## config.mk

```make
export PLATFORM = sky130hd
export DESIGN_NAME = aamd_back
export DESIGN_NICKNAME = d
export VERILOG_FILES = /design/src/design/aamd_pkg.sv /design/src/design/aamd_back.sv
export SDC_FILE = /design/constraint.sdc
export NUM_CORES = 1
export LEC_CHECK = 0
export ABC_AREA = 1
export BUFFER_PORTS_ARGS = -buffer_cell sky130_fd_sc_hd__buf_2
export CAP_MARGIN = 10
export CORE_ASPECT_RATIO = 0.5
export CORE_MARGIN = 8
export CORE_UTILIZATION = 61
export DETAILED_ROUTE_END_ITERATION = 8
export PLACE_DENSITY_LB_ADDON = 0.15
export SLEW_MARGIN = 20
export SYNTH_ARGS = -nofsm -noshare
export SYNTH_HDL_FRONTEND = slang
export SYNTH_SLANG_ARGS = --single-unit
```

## constraint.sdc

```tcl
create_clock -name clock -period 6.5 [get_ports clock]
set_clock_uncertainty 0.2 [all_clocks]
set_input_delay 1.3 -clock clock [delete_from_list [all_inputs] [get_ports clock]]
set_output_delay 1.3 -clock clock [all_outputs]
set_load 0.02 [all_outputs]
```

## src/design/aamd_pkg.sv

```systemverilog
// Shared types and constants for the alpha-aware mipmap downsampler.
`default_nettype none
package aamd_pkg;

   // Configuration register indexes
   localparam logic [1:0] CSR_WIDTH_LOG2      = 2'd0;
   localparam logic [1:0] CSR_HEIGHT_LOG2     = 2'd1;
   localparam logic [1:0] CSR_ALPHA_THRESHOLD = 2'd2;

   // Register reset values and size limits
   localparam logic [3:0] WIDTH_LOG2_RESET  = 4'd8;
   localparam logic [3:0] HEIGHT_LOG2_RESET = 4'd8;
   localparam logic [7:0] ALPHA_THR_RESET   = 8'd16;
   localparam logic [3:0] LOG2_MIN          = 4'd1;
   localparam logic [3:0] LOG2_MAX          = 4'd12;

   // Depth of the queue between front and back
   localparam int QUEUE_DEPTH = 4;

   // Horizontal pair sum, one line store entry
   typedef struct packed {
      logic [8:0] r;
      logic [8:0] g;
      logic [8:0] b;
      logic [8:0] a;
      logic [1:0] n;
   } sums_type;

   // Full 2x2 quad sums plus output flags, one queue entry
   typedef struct packed {
      logic [9:0] r;
      logic [9:0] g;
      logic [9:0] b;
      logic [9:0] a;
      logic [2:0] n;
      logic       eor;
      logic       eof;
   } quad_type;

endpackage
`default_nettype wire

```

## src/design/aamd_back.sv

```systemverilog
// Back end: divide colour quad sums by used count, alpha by four, and hold the result item.
`default_nettype none
module aamd_back (
   input  wire logic                clock,
   input  wire logic                reset,
   input  wire logic                pop_valid,
   input  wire aamd_pkg::quad_type  pop_item,
   output logic                     pop,
   output logic                     rsp_valid,
   input  wire logic                rsp_stall,
   output logic [7:0]               rsp_red_out,
   output logic [7:0]               rsp_green_out,
   output logic [7:0]               rsp_blue_out,
   output logic [7:0]               rsp_alpha_out,
   output logic                     rsp_end_of_row,
   output logic                     rsp_end_of_frame
);

   // x*683 >> 11 equals x/3 for every x below 2048
   localparam logic [9:0] RECIP3 = 10'd683;

   logic       valid_ff;
   logic [7:0] red_ff, green_ff, blue_ff, alpha_ff;
   logic       eor_ff, eof_ff;
   logic       load;

   // average of a quad channel over n used pixels, n in 0..4
   function automatic logic [7:0] quad_avg(input logic [9:0] sum, input logic [2:0] n);
      logic [19:0] prod;
      logic [9:0]  q;
      prod = {10'd0, sum} * {10'd0, RECIP3};
      case (n)
         3'd1:    q = sum;
         3'd2:    q = sum >> 1;
         3'd3:    q = prod[19:11] == 9'd0 ? 10'd0 : {1'b0, prod[19:11]};
         3'd4:    q = sum >> 2;
         default: q = 10'd0;
      endcase
      return q[7:0];
   endfunction

   assign load = pop_valid && (!valid_ff || !rsp_stall);
   assign pop  = load;

   // output handshake
   always_ff @(posedge clock) begin
      if (reset) begin
         valid_ff <= 1'b0;
      end else if (load) begin
         valid_ff <= 1'b1;
      end else if (!rsp_stall) begin
         valid_ff <= 1'b0;
      end
   end

   // output payload
   always_ff @(posedge clock) begin
      if (load) begin
         red_ff   <= quad_avg(pop_item.r, pop_item.n);
         green_ff <= quad_avg(pop_item.g, pop_item.n);
         blue_ff  <= quad_avg(pop_item.b, pop_item.n);
         alpha_ff <= pop_item.a[9:2];
         eor_ff   <= pop_item.eor;
         eof_ff   <= pop_item.eof;
      end
   end

   assign rsp_valid        = valid_ff;
   assign rsp_red_out      = red_ff;
   assign rsp_green_out    = green_ff;
   assign rsp_blue_out     = blue_ff;
   assign rsp_alpha_out    = alpha_ff;
   assign rsp_end_of_row   = eor_ff;
   assign rsp_end_of_frame = eof_ff;

endmodule
`default_nettype wire

```

==> impl.org <==
** Floorplan
- The floorplan step defined a die boundary enclosing 16000 um2.
- Floorplan core area :: 11800 um2
- Starting density of the core :: 0.624
- Die Y :: 93.6 um
- Number of placed I/O pins :: 85
- Row count :: 28
- From left edge to right edge, the die measures 171 um.

** Power and ir drop
- The share of total power dissipated in the clock network is 0.105.
- The share of total power dissipated in combinational logic is 0.785.
- Total chip power :: 2630 uW
- Pwr Density :: 324 nW/um2
- Peak supply drop :: 0.000179 V
- The share of total power dissipated in sequential elements is 0.110.
- Internal power comes to 1230 uW.
- For this design the static power due to leakage is 0.00465 uW.
- Fraction of power spent switching nets :: 0.534
- The analysis attributes to net switching a power of 1410 uW.

** Critical path
- Class of the most critical setup path :: input port to flop
- The worst setup path is launched from an input port.
- Worst reg2reg startpoint :: rsp_valid
- Along the worst path, the maximum fanout reaches 5.
- Setup slack on the worst reg-to-reg path comes out at 5030 ps.
- The worst setup path is captured at a flop.
- Required time of the critical path :: 6330 ps
- STA puts the critical path data arrival time at 5000 ps.
- Capture point of the worst reg-to-reg path :: rsp_red_out[7]
- Counting cells, the worst reg-to-reg path comes to 2.

** Final layout
- Combined area of the multi-input logic cells :: 5580 um2
- Layout cell share with drive strength beyond 1 :: 0.109
- From synthesis to final layout, the design area changed by 10.7%.
- The sequential cells in the finished layout cover a total of 1040 um2.
- Post-Route Utilization :: 0.690
- At the end of the flow, the number of nets in the layout was 1278.
- Filler cells :: 994
- 0 antenna diodes ended up in the layout.

** Global routing
- Wire length of the first global-routing pass :: 28.9 mm
- Total GRT Usage :: 0.222
- Number of global-route vias before repair :: 6260
- The initial antenna violation count was 0.
- The total overflow left after global routing is 0.
- Pin count of the biggest net entering global routing :: 36

** Worst hold path
- Launch instance of the worst min-delay path :: rsp_valid
- Number of stages on the worst hold path :: 2
- Hold crit path type :: flop to flop
- The path with the worst hold slack has its endpoint at rsp_valid.

** Placement
- Number of port buffers :: 82
- HPWL Detailed :: 15.2 mm
- Timing analysis after detailed placement gives a worst setup slack of 1060 ps.
- Routability-driven placement finished with a final weighted congestion of 0.954.

** STA
- Setup repair after global routing left no endpoint under its margin.
- Final-report setup violation count :: 0
- Final-layout worst hold slack :: 301 ps
- Hold Fails Final Rpt :: 0
- Least setup slack across all paths after layout :: 1330 ps
- At the pin with the least slew margin, the transition time is 998 ps.
- Share of the cycle needed by the critical path after routing :: 0.796
- The clock period could shrink to 5170 ps.
- Final slew viol count :: 0
- Timing would allow up to 193 MHz.
- In the final timing run, aggregate negative setup slack is 0 ps.
- Headroom to the max-slew limit came out at 0.334.

** Clocking
- Maximum buffer depth of the clock tree :: 2
- Count of H-tree levels built during CTS :: 2
- Number of setup buffers added after CTS :: 0
- At the later pin of the worst-skew pair, clock insertion delay measures 280 ps.
- Number of buffers inserted by hold repair at cts :: 0
- Counting every sink on the clock net gives 35.
- TritonCTS clock tree :: built
- Clock tree root driver cell :: clkbuf_16
- CTS Buf Count :: 5
- Post-CTS resize count :: 0
- Clock-pin transition on the worst setup and hold timing paths :: 60 ps

** Synthesis
- Predominant post-synthesis flop cell :: edfxtp_1
- Post-synthesis cell type count :: 30
- For this run, the register share of the synthesized area comes to 0.142.
- Synthesized net count :: 1194
- Register bit total from synthesis :: 35
- Counting every instance in the synthesized netlist gives 899.
- Of all cell types, the one taking the most synthesized area is ha_1.
- Synthesized area per cell :: 8.17 um2
- Cells taking the most area after synthesis :: ha_1 (31%), fa_1 (18%), edfxtp_1 (14%)
- Post-synthesis instance area :: 7340 um2
- Yosys mapped a number of flops with a built-in enable equal to 34.
- The share of synthesized area in the top cell type comes to 0.307.
- Async set-or-reset flop fraction in the synthesized netlist :: 0
- Warnings from Yosys :: 0

** Drt
- Initial DRC Count :: 450
- Antenna-violating nets left :: 0
- After detailed routing, the average wire length per cell comes to 15.2 um.
- Detailed Route WL :: 17.4 mm
- Via count :: 6250
- Via density :: 5.44
- In the routed design, unresolved DRC markers number 0.
- Count of TritonRoute iterations in the first routing pass :: 5

** Run status
- Status :: finished clean

** Job
- Max-cap violations in this run came to 0.
stage by stage:
stage,cells,cell area (um2)
floorplan,899,7340
global placement,1140,7930
detailed placement,1140,7930
CTS,1148,8100
global route,1149,8130
finish,1149,8130
synthesized netlist by cell type (all sizes together) (8+ instances only):
library cell and instances:
o22ai 17, a31oi 12, nand2 196, ha 180
o21ai 8, a21oi 43, nor2 50, nor3 12
edfxtp 34, fa 66, inv 181, nand3 54
worst max-delay path by stage:
stage | start | to | cells past startpoint
CTS | pop_item[40] | rsp_red_out[4] | 20
global placement | pop_item[40] | rsp_red_out[4] | 20
floorplan | pop_item[20] | rsp_blue_out[0] | 17
detailed placement | pop_item[40] | rsp_red_out[4] | 20
global route | pop_item[40] | rsp_red_out[4] | 20
finish | pop_item[40] | rsp_red_out[4] | 20
cell usage in the layout (no fill, tap or decap), drive strengths merged, types with 2 or more instances in the layout:
cell / count
edfxtp: 34
fa: 66
nand3: 54
nor2: 50
inv: 182
buf: 84
a31oi: 12
nand4: 3
o21ai: 8
o22ai: 17
ha: 180
o21bai: 7
a221oi: 7
nor3: 12
or2: 3
a21o: 6
nand2: 196
nand3b: 5
a21oi: 43
clkbuf: 5
o21a: 2
xor2: 3
cells by family (layout without fill, tap and decap cells):
kind of cell / Yosys count / count (layout) / synth area share
and+or+nand+nor: 324 / 324 / 0.185
xor gates and xnor gates: 3 / 3 / 0.00358
AOI/OAI and AO/OA: 102 / 102 / 0.0831
adders and majority gates: 246 / 246 / 0.487
DFF: 35 / 35 / 0.142
buffers and inverters: 189 / 274 / 0.0998
critical path, cell delays in order:
cell	delay, ps
buf_2	150
ha_1	340
ha_1	310
inv_1	50
fa_1	480
inv_1	50
fa_1	510
inv_1	60
fa_1	480
inv_1	50
ha_1	370
nand2_1	100
nor2_1	160
nand3b_1	100
nand3_1	150
nand2_1	110
nand2_1	80
nand2_1	50
nand3_1	70
nand2_1	50
cell type report:
type,instances,share of cell area
clock buffer,5,0.0154
clock inverter,3,0.00570
inverter,182,0.0841
multi-input combinational,675,0.687
sequential,35,0.128
tap,165,0.0254
timing repair buffer,84,0.0548
flip-flops by register name (all words and copies together), names as in the netlist:
name / cells
rsp_alpha_out: 8
rsp_blue_out: 8
rsp_green_out: 8
rsp_red_out: 8
rsp_end_of_frame: 1
rsp_end_of_row: 1
rsp_valid: 1
layer usage:
metal | vias up | GRT usage | part of all wire
li1 | 3130 | - | -
met1 | 2931 | 0.270 | 0.42
met2 | 169 | 0.419 | 0.52
met3 | 20 | 0.0269 | 0.040
met4 | 0 | 0.0460 | 0.012
met5 | - | 0 | 0
power by group through the flow:
| stage | Clock [uW] | Sequential [uW] | Combinational, uW |
|---|---|---|---|
| after floorplan | 0 | 330 | 1520 |
| after global placement | 0 | 294 | 2000 |
| after detailed placement | 0 | 295 | 2040 |
| after CTS | 279 | 290 | 2060 |
| after global routing | 289 | 292 | 2370 |
| final | 276 | 290 | 2070 |
No activity file was read; power rests on OpenSTA's default activity.
