`src/design/aamd_pkg.sv`:
```
// Shared types and constants for the alpha-aware mipmap downsampler.
`default_nettype none
package aamd_pkg;

   // Configuration register indexes
   localparam logic [1:0] CSR_WIDTH_LOG2      = 2'd0;
   localparam logic [1:0] CSR_HEIGHT_LOG2     = 2'd1;
   localparam logic [1:0] CSR_ALPHA_THRESHOLD = 2'd2;

   // Register reset values and size limits
   localparam logic [3:0] WIDTH_LOG2_RESET  = 4'd8;
   localparam logic [3:0] HEIGHT_LOG2_RESET = 4'd8;
   localparam logic [7:0] ALPHA_THR_RESET   = 8'd16;
   localparam logic [3:0] LOG2_MIN          = 4'd1;
   localparam logic [3:0] LOG2_MAX          = 4'd12;

   // Depth of the queue between front and back
   localparam int QUEUE_DEPTH = 4;

   // Horizontal pair sum, one line store entry
   typedef struct packed {
      logic [8:0] r;
      logic [8:0] g;
      logic [8:0] b;
      logic [8:0] a;
      logic [1:0] n;
   } sums_type;

   // Full 2x2 quad sums plus output flags, one queue entry
   typedef struct packed {
      logic [9:0] r;
      logic [9:0] g;
      logic [9:0] b;
      logic [9:0] a;
      logic [2:0] n;
      logic       eor;
      logic       eof;
   } quad_type;

endpackage
`default_nettype wire

```
`src/design/aamd_queue.sv`:
```
// Short register queue of quad sums between front and back.
`default_nettype none
module aamd_queue (
   input  wire logic                clock,
   input  wire logic                reset,
   input  wire logic                push_valid,
   input  wire aamd_pkg::quad_type  push_item,
   input  wire logic                pop,
   output logic                     pop_valid,
   output aamd_pkg::quad_type       pop_item,
   output logic [$clog2(aamd_pkg::QUEUE_DEPTH+1)-1:0] level
);

   localparam int DEPTH = aamd_pkg::QUEUE_DEPTH;
   localparam int PTR_W = (DEPTH > 1) ? $clog2(DEPTH) : 1;
   localparam int LVL_W = $clog2(DEPTH + 1);

   aamd_pkg::quad_type  slots_ff [DEPTH];
   logic [PTR_W-1:0]    wr_ptr_ff, rd_ptr_ff;
   logic [LVL_W-1:0]    level_ff;
   logic                do_pop;

   assign do_pop    = pop && (level_ff != '0);
   assign pop_valid = (level_ff != '0);
   assign pop_item  = slots_ff[rd_ptr_ff];
   assign level     = level_ff;

   // pointers and fill level
   always_ff @(posedge clock) begin
      if (reset) begin
         wr_ptr_ff <= '0;
         rd_ptr_ff <= '0;
         level_ff  <= '0;
      end else begin
         if (push_valid) begin
            wr_ptr_ff <= (wr_ptr_ff == PTR_W'(DEPTH - 1)) ? '0 : wr_ptr_ff + PTR_W'(1);
         end
         if (do_pop) begin
            rd_ptr_ff <= (rd_ptr_ff == PTR_W'(DEPTH - 1)) ? '0 : rd_ptr_ff + PTR_W'(1);
         end
         if (push_valid && !do_pop) begin
            level_ff <= level_ff + LVL_W'(1);
         end else if (!push_valid && do_pop) begin
            level_ff <= level_ff - LVL_W'(1);
         end
      end
   end

   // entry storage
   always_ff @(posedge clock) begin
      if (push_valid) begin
         slots_ff[wr_ptr_ff] <= push_item;
      end
   end

endmodule
`default_nettype wire

```
`config.mk`:
```
export PLATFORM = sky130hd
export DESIGN_NAME = aamd_queue
export DESIGN_NICKNAME = d
export VERILOG_FILES = /design/src/design/aamd_pkg.sv /design/src/design/aamd_queue.sv
export SDC_FILE = /design/constraint.sdc
export NUM_CORES = 1
export LEC_CHECK = 0
export ABC_AREA = 1
export BUFFER_PORTS_ARGS = -buffer_cell sky130_fd_sc_hd__buf_2
export CAP_MARGIN = 0
export CORE_ASPECT_RATIO = 2
export CORE_MARGIN = 4
export CORE_UTILIZATION = 50
export DETAILED_ROUTE_END_ITERATION = 7
export PLACE_DENSITY = 0.77
export SYNTH_ARGS = -nofsm -noshare
export SYNTH_HDL_FRONTEND = slang
export SYNTH_SLANG_ARGS = --single-unit
```
`constraint.sdc`:
```
create_clock -name clock -period 4.3 [get_ports clock]
set_input_delay 0.86 -clock clock [delete_from_list [all_inputs] [get_ports clock]]
set_output_delay 0.86 -clock clock [all_outputs]
set_load 0.01 [all_outputs]
```
==> results.json, run 1 <==
{
  "drtIter0Drc": 291,
  "ir_drop_uv": 318,
  "ys_seq_area_share_pct": 76.8,
  "met3_usage_pct": 4.31,
  "synth_nets": 554,
  "final_nets": 643,
  "cts_tree": "built",
  "fin_skew_ps": 7.59,
  "start_util_pct": 50.7,
  "fp-row-count": 62,
  "num_vias": 4297,
  "slew_viol_final": 0,
  "grt_overflow": 0,
  "start_kind": "flip-flop",
  "drc": 0,
  "setup_ws_ps": 989,
  "antenna_found_initial": 1,
  "use_met1_pct": 18.6,
  "coreArea_mm2": 0.0144,
  "crit_fanout": 46,
  "dieArea_mm2": 0.0167,
  "grt_usage_pct": 17.3,
  "netlist_instances": 498,
  "grt_first_pass_wirelength_mm": 21.7,
  "clk_pin_slew_ps": 70,
  "root_buffer": "clkbuf_16",
  "crit_chain": "buf_4, clkinv_2, o21ai_1, o22ai_1, buf_2",
  "pre_cts_slack_ps": 1410,
  "gr-usage-met2_pct": 30.9,
  "hold_class": "reg2reg",
  "gp_congestion": 0.782,
  "syn_area_mm2": 0.00728,
  "antenna_left": 0,
  "cts_buffer_depth": 2,
  "first_global_vias": 4402,
  "period_share_pct": 77.0,
  "cp_slowest_stage_delay_ps": 670,
  "wl_per_cell_um": 18.1,
  "yosys_warnings": 0,
  "routed_wl_mm": 14.3,
  "viasPerCell": 5.43,
  "final-setup-viol-count": 0,
  "dpl.hpwl_mm": 8.35,
  "synth.distinct_cells": 23,
  "crit_path_end_kind": "output pin",
  "rsz0062_at_grt": "false",
  "power_density_mw_per_mm2": 590,
  "hold_viol_final": 0,
  "async_flop_share_pct": 0,
  "fmax_mhz": 302,
  "slew_headroom_pct": 25.7,
  "holdWs_ps": 543,
  "clk_latency_ps": 410,
  "ys_ff_latch": 189,
  "status": "completed",
  "postCtsHoldBufs": 0,
  "worstMarginPinSlew_ps": 1110,
  "io_pins": 98,
  "regArea_mm2": 0.00559,
  "cap_violations": 0,
  "leakage_nw": 2.92,
  "ctsResizeCount": 0,
  "multi_input_area_mm2": 0.00131,
  "area_growth_pct": 13.4,
  "grt_max_degree": 92,
  "grt_busiest_layer": "met2",
  "post_cts_buffers": 0,
  "dieWidth_um": 93.3,
  "drive_gt1_share_pct": 22.4,
  "postSynthAreaPerCell_um2": 14.6,
  "synth_ff_type": "edfxtp_1",
  "post-route-min-period_ps": 3310,
  "fill_cells": 1105,
  "numCtsBuffers": 17,
  "critical_path_class": "reg2out",
  "dr.pass1.iters": 4,
  "die_height_um": 179,
  "cpMaxStageDelayCell": "clkinv_2",
  "finalSetupTns_ps": 0,
  "cts.sinks": 189,
  "crit_arrival_ps": 2450,
  "cts-htree-levels": 4,
  "port-buffer-count": 97,
  "required_ps": 3440,
  "synth-edff-count": 180
}
[per-layer routing]
| layer | wire [um] | vias up |
|---|---|---|
| li1 | - | 2031 |
| met1 | 5300 | 2109 |
| met2 | 7890 | 137 |
| met3 | 750 | 20 |
| met4 | 367 | 0 |
| met5 | 0 | - |
[synthesized netlist by cell type (3+ instances only)]
library cell	count	share of area, %
edfxtp_1	180	74
dfxtp_1	9	2.5
nor2_1	100	5.2
buf_2	8	0.55
buf_4	4	0.41
o21ai_1	60	4.1
buf_6	7	1.1
nand2_1	13	0.67
inv_1	14	0.72
o22ai_1	45	3.9
buf_12	5	1.4
a21oi_1	3	0.21
buf_8	4	0.83
ha_1	6	1.0
o21ai_0	32	2.2
[through the flow]
step / utilization, % / power, W / cell area (um2) / cells
2_1_floorplan: - / 0.00314 / 7280 / 498
3_3_place_gp: 53.7 / 0.00343 / 7710 / 760
3_5_place_dp: 53.7 / 0.00348 / 7710 / 760
4_1_cts: 57.5 / 0.00489 / 8250 / 790
5_1_grt: 57.5 / 0.00510 / 8250 / 791
6_report: 57.5 / 0.00487 / 8250 / 791
[worst paths after layout]
kind | start | slack, ps | to | cells past startpoint
min reg2reg | wr_ptr_ff[1]$_SDFFE_PP0P_ | 540 | wr_ptr_ff[1]$_SDFFE_PP0P_ | 2
min | wr_ptr_ff[1]$_SDFFE_PP0P_ | 540 | wr_ptr_ff[1]$_SDFFE_PP0P_ | 2
max | flip-flop | 990 | pop_item[0] | 5
max reg2reg | wr_ptr_ff[0]$_SDFFE_PP0P_ | 2420 | slots_ff[3][2]$_DFFE_PP_ | 3
[layout make-up]
type,count,share of cell area (%)
antenna,1,0.0303
clock buffer,18,5.20
clock inverter,12,1.39
inverter,16,0.894
multi-input combinational,265,15.9
sequential,189,67.7
tap,192,2.91
timing repair buffer,98,5.97
[state kept, by name (all words and copies together), names as in the netlist, named ones only]
signal / cells
wr_ptr_ff: 2
rd_ptr_ff: 2
slots_ff: 180
level: 3
[critical path: cells and delay by family, from the launching register on]
family / cells / cell delay (ps)
buf+inv: 3 / 1240
compound gates: 2 / 470
flops: 1 / 310
[where the power goes]
part / total, W / internal (W) / leakage, nW / switching [W]
Combinational: 0.00118 / 0.000425 / 0.947 / 0.000756
Clock: 0.00143 / 0.000796 / 0.249 / 0.000638
Sequential: 0.00225 / 0.00212 / 1.73 / 0.000126
Total: 0.00487 / 0.00335 / 2.92 / 0.00152
[layout by cell type (no fill, tap or decap), types with 2 or more instances in the layout]
master / count
o21ai_1: 60
inv_1: 10
inv_2: 4
buf_2: 97
nor2_1: 100
clkinvlp_4: 5
clkinv_4: 2
nand2_1: 13
o21ai_0: 32
ha_1: 6
a21oi_1: 3
edfxtp_1: 180
inv_6: 3
dfxtp_1: 7
clkbuf_16: 17
o22ai_1: 45
[cell families after synthesis]
kind of cell,synth area share [%]
buffers and inverters,5.26
adders and majority gates,1.31
xor gates and xnor gates,0.120
and+or+nand+nor,6.16
DFF,76.8
AOI/OAI and AO/OA,10.4
Power figures use the tool's default switching activity.
==> run 2: changes to the inputs <==
==> constraint.sdc (replaced) <==
create_clock -name clock -period 3.4 [get_ports clock]
set_input_delay 0.68 -clock clock [delete_from_list [all_inputs] [get_ports clock]]
set_output_delay 0.68 -clock clock [all_outputs]
set_load 0.01 [all_outputs]
==> run 2 against run 1 <==
Compared with the run above:
- register-to-register slack worse by 880 ps
- die area unchanged
- setup slack worse by 320 ps
- worst hold slack worse by 80 ps
- via count up 3.0%
- global-route usage up 1.8 points
- sequential power up 24%
- critical endpoint is now pop_item[23]
- design area up 0.79%
- cell count up 1.0%
- first-iteration DRC count up 37%
- count of clock-buffer cells in the layout up 1
==> results.json, run 2 (synthesis results as in run 1) <==
{
  "crit_path_end_kind": "output pin",
  "fin_area_mm2": 0.00832,
  "grt_first_pass_wirelength_mm": 23.4,
  "hold_depth": 1,
  "power_density_mw_per_mm2": 753,
  "antenna_found_initial": 1,
  "slew_headroom_pct": 24.5,
  "postCtsHoldBufs": 0,
  "multi_input_area_mm2": 0.00131,
  "final_cell_mix": "edfxtp_1, nor2_1, buf_2, o21ai_1, o22ai_1",
  "worstMarginPinSlew_ps": 1130,
  "required_ps": 2720,
  "io_pins": 98,
  "final-setup-viol-count": 0,
  "mostFrequentLayoutCell": "edfxtp_1",
  "antenna_left": 0,
  "cts_buffer_depth": 2,
  "num_vias": 4426,
  "crit_fanout": 52,
  "fin_cells": 799,
  "numCtsBuffers": 17,
  "crit_chain": "buf_4, o21ai_0, o22ai_1, buf_2",
  "cts_tree": "built",
  "cp_slowest_stage_delay_ps": 730,
  "first_global_vias": 4628,
  "fmax_mhz": 366,
  "die_height_um": 179,
  "finalSetupTns_ps": 0,
  "crit_arrival_ps": 2050,
  "regArea_mm2": 0.00559,
  "drive_gt1_share_pct": 23.3,
  "status": "completed",
  "critical_path_depth": 4,
  "crit_buf_inv": 2,
  "coreArea_mm2": 0.0144,
  "cts-htree-levels": 4,
  "grt_usage_pct": 19.0,
  "power_w": 0.00627,
  "ctsResizeCount": 0,
  "leakage_nw": 2.97,
  "hold_class": "in2reg",
  "largest_register_ff_count": 180,
  "final_nets": 649,
  "fin_skew_ps": 7.86,
  "start_kind": "flip-flop",
  "grt_max_degree": 91,
  "port-buffer-count": 97,
  "clk_latency_ps": 430,
  "dr.pass1.iters": 5,
  "cap_violations": 0,
  "cts.sinks": 189,
  "viasPerCell": 5.54,
  "grt_overflow": 0,
  "start_util_pct": 50.7,
  "slew_viol_final": 0,
  "dpl.hpwl_mm": 9.33,
  "rsz0062_at_grt": "false",
  "dieArea_mm2": 0.0167,
  "period_share_pct": 80.3,
  "fill_cells": 1134,
  "dieWidth_um": 93.3,
  "routed_wl_mm": 15.4,
  "hold_viol_final": 0,
  "regMostFlops": "slots_ff",
  "rr_worst_depth": 4,
  "critical_path_class": "reg2out",
  "cpLargestDelayFamily": "flip-flops",
  "fp-row-count": 62,
  "fin_util_pct": 58.0,
  "cpMaxStageDelayCell": "dfxtp_4",
  "drc": 0,
  "root_buffer": "clkbuf_16",
  "gp_congestion": 0.754,
  "wl_per_cell_um": 19.2,
  "drtIter0Drc": 398,
  "area_growth_pct": 14.3,
  "post_cts_buffers": 0,
  "clk_pin_slew_ps": 70,
  "dp_cells": 766,
  "ir_drop_uv": 519,
  "placed_area_mm2": 0.00775,
  "post-route-min-period_ps": 2730
}
==> run 2: cell types whose count changed in the layout (fill, tap and decap cells not counted) <==
cell / delta
inv_6: +1
inv_8: +2
clkinvlp_4: -2
buf_4: +6
clkbuf_1: +1
==> run 2: worst paths after layout <==
kind / start / slack [ps] / to
worst min register to register: rd_ptr_ff[1]$_SDFFE_PP0P_ / 530 / flip-flop
worst min-delay path: push_item[34] / 460 / slots_ff[1][34]$_DFFE_PP_
worst max-delay path: flip-flop / 670 / pop_item[23]
worst max register to register: wr_ptr_ff[1]$_SDFFE_PP0P_ / 1540 / slots_ff[1][2]$_DFFE_PP_
==> run 2: layout make-up <==
type / instances / area share (%)
Multi-Input combinational cell: 265 / 15.7
Sequential cell: 189 / 67.2
Clock buffer: 19 / 5.20
Inverter: 16 / 0.887
Tap cell: 192 / 2.89
Timing Repair Buffer: 104 / 6.47
Clock inverter: 13 / 1.58
Antenna cell: 1 / 0.0301
==> run 2: worst reg2reg max path: stages, from the launching register on <==
cell and delay (ps):
dfxtp_1 330, inv_1 100, ha_1 150, nand2_1 60
inv_2 810
==> run 2: through the flow <==
stage / hold WS, ps / setup slack [ps]
after floorplan: 483 / 1400
after global placement: 501 / 1130
after detailed placement: 527 / 1100
after CTS: 445 / 641
after global routing: 454 / 527
final: 463 / 670
==> run 2: per-layer routing <==
metal  track usage, %  part of all wire (%)  up-vias
li1                 -                     -     2045
met1             19.1                    35     2170
met3             4.22                   4.5       43
met4             11.4                   4.0        0
met2             35.0                    57      168
met5                0                     0        -
==> run 2: report_power, final <==
| part | internal (W) | switching (W) | total (W) |
|---|---|---|---|
| combinational | 0.000549 | 0.00102 | 0.00157 |
| clock | 0.00103 | 0.000862 | 0.00189 |
| sequential | 0.00268 | 0.000118 | 0.00280 |
==> run 3: changes to the inputs <==
--- a/config.mk
+++ b/config.mk
@@ -12,7 +12,7 @@
 export CORE_MARGIN = 4
 export CORE_UTILIZATION = 50
 export DETAILED_ROUTE_END_ITERATION = 7
-export PLACE_DENSITY = 0.77
+export PLACE_DENSITY = 0.8
 export SYNTH_ARGS = -nofsm -noshare
 export SYNTH_HDL_FRONTEND = slang
 export SYNTH_SLANG_ARGS = --single-unit
==> constraint.sdc (replaced) <==
create_clock -name clock -period 2.2 [get_ports clock]
set_input_delay 0.44 -clock clock [delete_from_list [all_inputs] [get_ports clock]]
set_output_delay 0.44 -clock clock [all_outputs]
set_load 0.01 [all_outputs]
==> run 3 against run 2 <==
Compared with the run above:
- cell count increased by 0.63%
- highest routed layer unchanged
- sequential share of layout area down 1.5 points
- core utilization up 1.3 points
- worst hold slack got worse by 260 ps
- setup slack got worse by 610 ps
- largest cell class unchanged
- die area stayed put
- combinational power grew 67%
- largest power group unchanged
- design area increased by 2.2%
==> results.json, run 3 (synthesis results as in run 1) <==
{
  "regMostFlops": "slots_ff",
  "area_growth_pct": 16.9,
  "reg2reg_to": "level[1]$_SDFFE_PP0P_",
  "period_share_pct": 97.1,
  "cpMaxStageDelayCell": "dfxtp_2",
  "crit_path_end_kind": "output pin",
  "port-buffer-count": 97,
  "dpl.hpwl_mm": 9.11,
  "slew_headroom_pct": 71.8,
  "routed_wl_mm": 15.2,
  "rsz0062_at_grt": "false",
  "hold_viol_final": 0,
  "wl_per_cell_um": 18.9,
  "root_buffer": "clkbuf_16",
  "final_cell_mix": "edfxtp_1, nor2_1, buf_2, o21ai_1, o22ai_1",
  "final-setup-viol-count": 0,
  "crit_fanout": 29,
  "cts.sinks": 189,
  "dieArea_mm2": 0.0167,
  "cap_violations": 0,
  "num_vias": 4456,
  "cts_buffer_depth": 2,
  "post-route-min-period_ps": 2140,
  "cpLargestDelayFamily": "buffers and inverters",
  "crit_buf_inv": 3,
  "mostFrequentLayoutCell": "edfxtp_1",
  "cts-htree-levels": 4,
  "crit_chain": "clkinv_4, buf_4, o21ai_1, o22ai_1, buf_2",
  "crit_end": "pop_item[1]",
  "io_pins": 98,
  "power_density_mw_per_mm2": 1170,
  "drtIter0Drc": 311,
  "finalSetupTns_ps": 0,
  "grt_usage_pct": 18.4,
  "fmax_mhz": 468,
  "cts_tree": "built",
  "largest_register_ff_count": 180,
  "r2r_setup_slack_ps": 400,
  "ir_drop_uv": 909,
  "final_nets": 654,
  "grt_first_pass_wirelength_mm": 22.9,
  "required_ps": 1760,
  "dieWidth_um": 93.3,
  "die_height_um": 179,
  "grt_overflow": 0,
  "status": "completed",
  "numCtsBuffers": 17,
  "drc": 0,
  "fp-row-count": 62,
  "placed_area_mm2": 0.00782,
  "leakage_nw": 3.07,
  "drive_gt1_share_pct": 24.4,
  "power_w": 0.00996,
  "critical_path_depth": 5,
  "antenna_found_initial": 1,
  "crit_arrival_ps": 1700,
  "setup_ws_ps": 64.0,
  "grt_max_degree": 91,
  "worstMarginPinSlew_ps": 423,
  "slew_viol_final": 0,
  "postCtsHoldBufs": 0,
  "fin_skew_ps": 5.59,
  "hold_class": "in2reg",
  "antenna_left": 0,
  "gp_congestion": 0.783,
  "rr_worst_depth": 8,
  "fill_cells": 1116,
  "pre_cts_slack_ps": 342,
  "start_util_pct": 50.7,
  "dr.pass1.iters": 5,
  "cp_slowest_stage_delay_ps": 350,
  "rr_startpoint": "level[1]$_SDFFE_PP0P_",
  "fin_cells": 804,
  "dp_cells": 769,
  "coreArea_mm2": 0.0144,
  "clk_latency_ps": 420,
  "start_kind": "flip-flop",
  "critical_path_class": "reg2out",
  "viasPerCell": 5.54,
  "first_global_vias": 4562,
  "clk_pin_slew_ps": 70,
  "fin_area_mm2": 0.00850
}
## run 3: changes by cell type in the layout (fill, tap and decap cells not counted), sizes merged
| cell | before | now |
|---|---|---|
| bufinv | 1 | 2 |
| clkbuf | 19 | 18 |
| inv | 21 | 24 |
| clkinvlp | 3 | 1 |
| buf | 104 | 107 |
| dlymetal6s2s | 0 | 1 |
## run 3: routing by layer
| layer | share of wire, % | track usage (%) | up-vias | wire, um |
|---|---|---|---|---|
| met1 | 37 | 20.0 | 2184 | 5580 |
| met4 | 3.3 | 10.7 | 0 | 502 |
| met3 | 5.4 | 3.76 | 45 | 813 |
| met5 | 0 | 0 | - | 0 |
| met2 | 55 | 32.6 | 163 | 8260 |
| li1 | - | - | 2064 | - |
## run 3: worst min path at each step
stage | startpoint | end | slack [ps] | depth (start not counted)
6_report | reset | wr_ptr_ff[0]$_SDFFE_PP0P_ | 200 | 2
5_1_grt | reset | wr_ptr_ff[0]$_SDFFE_PP0P_ | 210 | 2
4_1_cts | reset | wr_ptr_ff[0]$_SDFFE_PP0P_ | 190 | 2
3_5_place_dp | rd_ptr_ff[1]$_SDFFE_PP0P_ | flip-flop | 530 | 2
3_3_place_gp | wr_ptr_ff[1]$_SDFFE_PP0P_ | wr_ptr_ff[1]$_SDFFE_PP0P_ | 500 | 2
2_1_floorplan | rd_ptr_ff[1]$_SDFFE_PP0P_ | flip-flop | 480 | 2
## run 3: what timing repair did
item | 4_1_cts | 5_1_grt
buffers inserted | 0 | 1
gates cloned | 0 | 1
resized for setup | 3 | 8
pin swaps | 0 | 0
endpoints found under the setup margin | 31 | 11
## run 3: power by group
| part | switching, W | internal (W) |
|---|---|---|
| Clock | 0.00135 | 0.00172 |
| Sequential | 0.000122 | 0.00415 |
| Combinational | 0.00166 | 0.000960 |
| Total | 0.00313 | 0.00683 |
## run 3: layout make-up
| class | instances | area (um2) | share of cell area (%) |
|---|---|---|---|
| Clock buffer | 17 | 425 | 5.00 |
| Multi-Input combinational cell | 265 | 1320 | 15.5 |
| Antenna cell | 1 | 2.50 | 0.0294 |
| Inverter | 16 | 81.3 | 0.956 |
| Clock inverter | 15 | 175 | 2.06 |
| Timing Repair Buffer | 109 | 673 | 7.92 |
| Sequential cell | 189 | 5590 | 65.7 |
| Tap cell | 192 | 240 | 2.83 |
## run 3: per-stage QoR
| stage | utilization (%) | hold WS [ps] |
|---|---|---|
| final | 59.3 | 201 |
| after global routing | 59.3 | 207 |
| after CTS | 58.8 | 188 |
| after detailed placement | 54.5 | 532 |
| after global placement | 54.5 | 502 |
| after floorplan | - | 483 |
## run 3: worst reg2reg max path, cell delays in order, from the launching register on
cell and delay (ps):
dfxtp_1 410, nor2_1 70, nand2_1 120, nand2_1 110, ha_1 210, inv_1 80, fa_1 420, o21ai_0 210
nor2_1 60
